### config.mk
export PLATFORM = sky130hd
export DESIGN_NAME = mlfq_levels
export DESIGN_NICKNAME = d
export VERILOG_FILES = /design/src/sv/mlfq_pkg.sv /design/src/sv/mlfq_levels.sv
export SDC_FILE = /design/constraint.sdc
export NUM_CORES = 2
export LEC_CHECK = 0
export CORE_UTILIZATION = 40
export CTS_CLUSTER_SIZE = 30
export DETAILED_ROUTE_END_ITERATION = 10
export DONT_BUFFER_PORTS = 1
export MAX_ROUTING_LAYER = met4
export PLACE_DENSITY = 0.51
export SETUP_SLACK_MARGIN = 0.1
export SYNTH_ARGS = -nofsm -noshare
export SYNTH_HDL_FRONTEND = slang
export SYNTH_SLANG_ARGS = --single-unit
### constraint.sdc
create_clock -name i_clk -period 6.5 [get_ports i_clk]
set_clock_uncertainty 0.15 [all_clocks]
set_input_delay 0.65 -clock i_clk [delete_from_list [all_inputs] [get_ports i_clk]]
set_output_delay 0.65 -clock i_clk [all_outputs]
set_load 0.005 [all_outputs]
### src/sv/mlfq_pkg.sv
// Shared types and constants for the MLFQ scheduler.
// No dependencies.
`timescale 1ns / 1ps
`default_nettype none
package mlfq_pkg;
    localparam int MAX_PROCS  = 64;
    localparam int NUM_LEVELS = 8;
    localparam int PW = $clog2(MAX_PROCS);
    localparam int CW = PW + 1;
    localparam int LW = $clog2(NUM_LEVELS);
    localparam int TW = 24;

    typedef struct packed {
        logic [15:0] arrival_time;
        logic [15:0] run_length;
        logic        last_process;
    } t_in;

    typedef struct packed {
        logic [5:0]    process_index;
        logic [TW-1:0] start_time;
        logic [TW-1:0] finish_time;
        logic [TW-1:0] turnaround;
        logic          last_result;
    } t_out;

    typedef struct packed {
        logic          clear;
        logic          push;
        logic [LW-1:0] push_lvl;
        logic [PW-1:0] push_proc;
        logic          pop;
        logic [LW-1:0] pop_lvl;
    } t_lvl_req;

    typedef struct packed {
        logic          busy;
        logic [LW-1:0] low_lvl;
    } t_lvl_stat;
endpackage
`default_nettype wire

### src/sv/mlfq_levels.sv
// Level queues: one circular queue per level in a shared memory,
// heads and counts in flops. Depends on mlfq_pkg.
`timescale 1ns / 1ps
`default_nettype none
module mlfq_levels
    import mlfq_pkg::*;
(
    input  wire logic      i_clk,
    input  wire logic      i_rst_n,
    input  wire t_lvl_req  i_req,
    output t_lvl_stat      o_stat,
    output logic [PW-1:0]  o_pop_proc
);
    logic [PW-1:0] r_queue [NUM_LEVELS*MAX_PROCS];
    logic [PW-1:0] r_head  [NUM_LEVELS];
    logic [CW-1:0] r_count [NUM_LEVELS];
    logic [PW-1:0] push_slot;

    assign push_slot = r_head[i_req.push_lvl] + r_count[i_req.push_lvl][PW-1:0];

    always_ff @(posedge i_clk) begin
        if (i_req.push) begin
            r_queue[{i_req.push_lvl, push_slot}] <= i_req.push_proc;
        end
        o_pop_proc <= r_queue[{i_req.pop_lvl, r_head[i_req.pop_lvl]}];
    end

    always_ff @(posedge i_clk) begin
        if (!i_rst_n || i_req.clear) begin
            for (int k = 0; k < NUM_LEVELS; k++) begin
                r_head[k]  <= '0;
                r_count[k] <= '0;
            end
        end else begin
            if (i_req.push) begin
                r_count[i_req.push_lvl] <= r_count[i_req.push_lvl] + CW'(1);
            end
            if (i_req.pop) begin
                r_head[i_req.pop_lvl]  <= r_head[i_req.pop_lvl] + PW'(1);
                r_count[i_req.pop_lvl] <= r_count[i_req.pop_lvl] - CW'(1);
            end
        end
    end

    // lowest non-empty level
    always_comb begin
        o_stat = '0;
        for (int k = NUM_LEVELS - 1; k >= 0; k--) begin
            if (r_count[k] != '0) begin
                o_stat.busy    = 1'b1;
                o_stat.low_lvl = LW'(k);
            end
        end
    end
endmodule
`default_nettype wire

* Yosys cells after proc, flatten, opt, wreduce, memory -nomap -nowiden
Memory sizes are Yosys's and may differ from the RTL's. A register that Yosys moved wholly into a read port is not among the register bits.
Index checks and enable logic that the tools add are counted.
** Word-level totals
- Register bits after elaboration :: 0
- RAM bits :: 3176
- Input bits :: 17
- Output and inout port bits :: 10
- Word-level logic and storage cells :: 46
- Memories kept :: 3
** Operators by class
- Add/subtract/negate cells :: 4
- Multiplexer cells :: 26
- Reduce and logical (&&, ||, !) cells :: 13
** Memory list
- r_queue :: depth 512, width 6, read ports 1, clocked after memory_dff 1, wr ports 1, RTL line mlfq_levels.sv:14 : logic [PW-1:0] r_queue [NUM_LEVELS*MAX_PROCS];
- r_count :: depth 8, width 7, read ports 10, clocked after memory_dff 0, wr ports 8, RTL line mlfq_levels.sv:16 : logic [CW-1:0] r_count [NUM_LEVELS];
- r_head :: depth 8, width 6, read ports 2, clocked after memory_dff 0, wr ports 8, RTL line mlfq_levels.sv:15 : logic [PW-1:0] r_head [NUM_LEVELS];
** Operators by type and width (count)
- $reduce_bool A7 Y1 :: 8
- $mux W4 :: 8
- $mux W7 :: 2
- $reduce_or A7 Y1 :: 2
- $mux W1 :: 12
- $mux W3 :: 3
- $add A7 B1 Y7 const B :: 1
- $sub A7 B1 Y7 const B :: 1
- $add A6 B1 Y6 const B :: 1
- $add A6 B6 Y6 :: 1
- $mux W6 :: 1
- $reduce_or A6 Y1 :: 1
- $logic_not A1 Y1 :: 1
- $logic_or A1 B1 Y1 :: 1

* Logic depth before layout (Yosys ltp)
- Depth after elaboration :: 9
- Mapped depth :: 19
- Mapped depth without buffers :: 13

* Worst setup path after synthesis
OpenSTA, ideal clock, no wires.
- Kind :: input-to-reg
- Start :: input port i_req[12] in the netlist's numbering
- End :: memory r_queue[310][0] in the netlist's numbering, enable pin
- Library setup time :: 350 ps
- Data arrival time :: 4245 ps
- Required time :: 6000 ps
- Setup slack :: 1756 ps
- Stages on the path :: 15
- Buffers on the path :: 3
- Cells stage by stage :: clkbuf_1 -> nor3b_1 -> clkbuf_1 -> a22oi_1 -> nand4_1 -> ha_1 -> a21o_1 -> a21oi_1 -> o21bai_1 -> a21oi_1 -> xnor2_1 -> nor2_1 -> nand2_1 -> clkbuf_1 -> nor2_1
** Between the ends
- Cells in the longest elaborated chain, start to end :: 2
- Elaborated cells between the ends (all ways) :: 3
- Classes of those cells :: add/sub (1); memory (2)
** Ends and longest elaborated chain
- start, declared :: RTL line mlfq_levels.sv:10 : input wire t_lvl_req i_req,
- $mem_v2 Z8 W6 / $mem_v2 Z8 W7 (equally long branches)
- $add A6 B6 Y6 :: RTL line mlfq_levels.sv:19 : assign push_slot = r_head[i_req.push_lvl] + r_count[i_req.push_lvl][PW-1:0];
- end, declared :: RTL line mlfq_levels.sv:14
Several ways; a longest one is shown, not always the timed one.

==> run summary <==
Max VDD drop: 0.0002092 V
hold_buf cts: 8
Yosys reg bits: 3,182
CP Class: reg -> reg
Seq/Total Area, Yosys: 73.62%
Clock Tree Root: clkbuf_16
Post-Layout Cell Count: 14,330
Setup-failing EPs final: 0
crit-path leading delay family: simple AND/OR/NAND/NOR gates
FFs w/ async S/R, synth: 0%
HPWL Detailed: 299,200 um
Congestion Overflow GR: 0
Clock Sinks: 3,182
Core Region: 321,900 um2
leading area contributor after synthesis: edfxtp_1
Area Growth Syn to Fin: 14.14%
slowest library cell on the worst path: a211oi_1
simple-gate portion of the synthesized area: 11.68%
library cells used by synthesis: 89
DRT iter0 DRCs: 12,355
met2 WL: 221,100 um
Tot Pwr: 47.29 mW
WL met1: 201,300 um
Critical Path Start Type: register
Worst Path Buf+Inv: 3
synthesized-area fraction occupied by adder cells: 0.09261%
largest net degree at the start of global routing: 513
Static Leak: 48.96 nW
status: finished, violations left
fin nets: 9,741
top-count cell post-synth: edfxtp_1
Fmax: 171.6 MHz
top cells by count, synth: 3,176 x edfxtp_1, 1,989 x nand2_1, 658 x nor2_1
Top Ports: 27
Total Routing Usage GR: 30.69%
EDFF count, synth: 3,176
via count: 88,302
setup bufs post-CTS: 0
warnings from Yosys: 0
Final Hold Vio Count: 0
main combinational cell family by area after synthesis: simple AND/OR/NAND/NOR gates
Final period util: 89.65%
Largest stage delay, worst path: 890 ps
final slew viol count: 915
TritonRoute pass-1 iters: 8
CP max FO: 47
DR top layer: met4
top post-synthesis cells by area: edfxtp_1 74%, nand2_1 5.8%, mux2i_1 2.9%
Net Count, Synth: 9,563
# DRC: 0
Synth Flop Type: edfxtp_1
antenna-violating nets left: 0
failing checks: capacitance limit, slew limit
Placement Setup Slack: 407.3 ps
Worst-path clk slew: 70 ps
CP Data Required Time: 7070 ps
Num CTS Buffers: 344
mean routed wirelength per cell: 34.58 um
full die area: 326,500 um2
Port-buffer cells: 0
Slew headroom: -54.57%
Avg Cell Area, Syn: 13.60 um2
H-tree depth: 5
Sum Neg Setup Slack: 0 ps
initial antenna violation count: 52
placed cells: 13,655
drt via density: 6.162
Synth top area share: 73.53%
crit-path cells: and4bb_1 > a21oi_2 > nand3_4 > inv_8 > buf_4 > mux2i_1 > mux2i_1 > a211oi_1 > nor4_1 > buf_4 > or4_1 > nor4_1 > nand4_1
XOR/XNOR Fraction of Synth Area: 0.1553%
CP Data Arrival Time: 6400 ps
post-synthesis cell area: 129,700 um2
Hold Crit Class: in -> reg
PD cells: 319.4 nW/um2
Syn Inst Count: 9,537
fraction of final layout cells sized beyond drive strength 1: 10.93%
CTS tree: done
Max clock buf depth: 4
Initial Utilization: 40.29%
RSZ-0062 raised after global routing: false
global-route wire length before repair: 682,800 um
worst setup margin: 673.0 ps
final WL: 495,500 um
die height: 571.4 um
# resized after CTS: 0
Compound-Gate Fraction of Synth Area: 8.622%
placer congestion estimate: 0.9666
mux contribution to synthesized area: 3.328%
Die W: 571.4 um
Period minus WS final: 5827 ps
CP endpoint kind: register
Worst Tran Pin Value: 2318 ps
wire length on met3: 49,270 um
vias in the first global route: 83,141
Rows: 208
max_cap viols: 2
clock latency on the worst-skew pair: 960 ps
==> metrics by stage <==
| step | utilization [%] | hold WS [ps] | cell area [um2] |
|---|---|---|---|
| floorplan | - | 489.5 | 129700 |
| global placement | 42.52 | 609.4 | 136900 |
| detailed placement | 42.52 | 615.0 | 136900 |
| CTS | 45.87 | 2.600 | 147700 |
| global route | 45.98 | 7.533 | 148000 |
| finish | 45.99 | 17.85 | 148000 |
==> logic make-up (layout without fill, tap and decap cells) <==
| family | Yosys count | count (layout) |
|---|---|---|
| buffers and inverters | 716 | 1161 |
| AOI/OAI and AO/OA | 1604 | 1604 |
| xor gates and xnor gates | 23 | 23 |
| DFF | 3182 | 3182 |
| adders and majority gates | 9 | 9 |
| and+or+nand+nor | 3595 | 3595 |
| muxes | 408 | 408 |
| other | 0 | 43 |
==> worst reg2reg max path: cells and delay by family (launching register included) <==
family | cells | cell delay (ps)
AND/OR/NAND/NOR | 6 | 1890
buffers and inverters | 3 | 1550
AO/OA/AOI/OAI | 2 | 1220
multiplexers | 2 | 420
flip-flops | 1 | 360
==> flip-flops by register name (all words and copies together) (netlist names) <==
signal and flops:
r_queue 3072, o_pop_proc 6, r_head 48, r_count 56
==> per-layer routing <==
layer | track usage (%) | vias up
met4 | 12.94 | 0
met3 | 6.017 | 907
met5 | - | -
met1 | 41.48 | 45518
li1 | - | 36677
met2 | 45.25 | 5200
==> area by class of cell <==
cell class / instances / area (um2)
diodes: 43 / 107.6
clock buffers: 439 / 9092
clock inverters: 174 / 1610
fillers: 28672 / 173900
inverters: 21 / 93.84
multi-input cells: 5639 / 31380
flip-flops and latches: 3182 / 95490
well taps: 4305 / 5386
repair buffers: 527 / 4885
==> where the power goes <==
| group | internal (mW) | switching (mW) |
|---|---|---|
| registers | 22.7 | 0.113 |
| clock network | 10.8 | 8.33 |
| logic | 1.34 | 4.06 |
==> cell usage in the layout, fill, tap and decap left out, drive strengths merged, types with 10 or more instances in the layout <==
master,count
a32o,14
nor3,73
o2111ai,38
o22ai,79
o31a,78
a22oi,135
clkinv,131
mux2i,372
a2111oi,40
mux2,20
mux4,16
a31oi,91
a211oi,92
o211ai,34
a22o,26
edfxtp,3176
diode,43
nand3,613
nand4,98
a21oi,509
nand2,1989
xnor2,14
a221oi,142
a32oi,53
buf,518
clkbuf,439
a311oi,93
and3,42
a211o,16
inv,37
nor2,660
nor4,36
o21ai,67
or4,15
bufinv,21
and4,11
o221ai,10
a21o,23
==> final timing paths <==
check,start,end,slack [ps],cells past startpoint
setup / recovery,r_head[6][1]$_SDFFCE_PN0P_,o_pop_proc[5]$_DFF_P_,670,13
hold / removal,i_req[4],r_queue[169][0]$_DFFE_PP_,20,1
hold reg to reg,r_queue[448][1]$_DFFE_PP_,o_pop_proc[1]$_DFF_P_,640,6
setup reg to reg,r_head[6][1]$_SDFFCE_PN0P_,o_pop_proc[5]$_DFF_P_,670,13
Power figures use the tool's default switching activity.
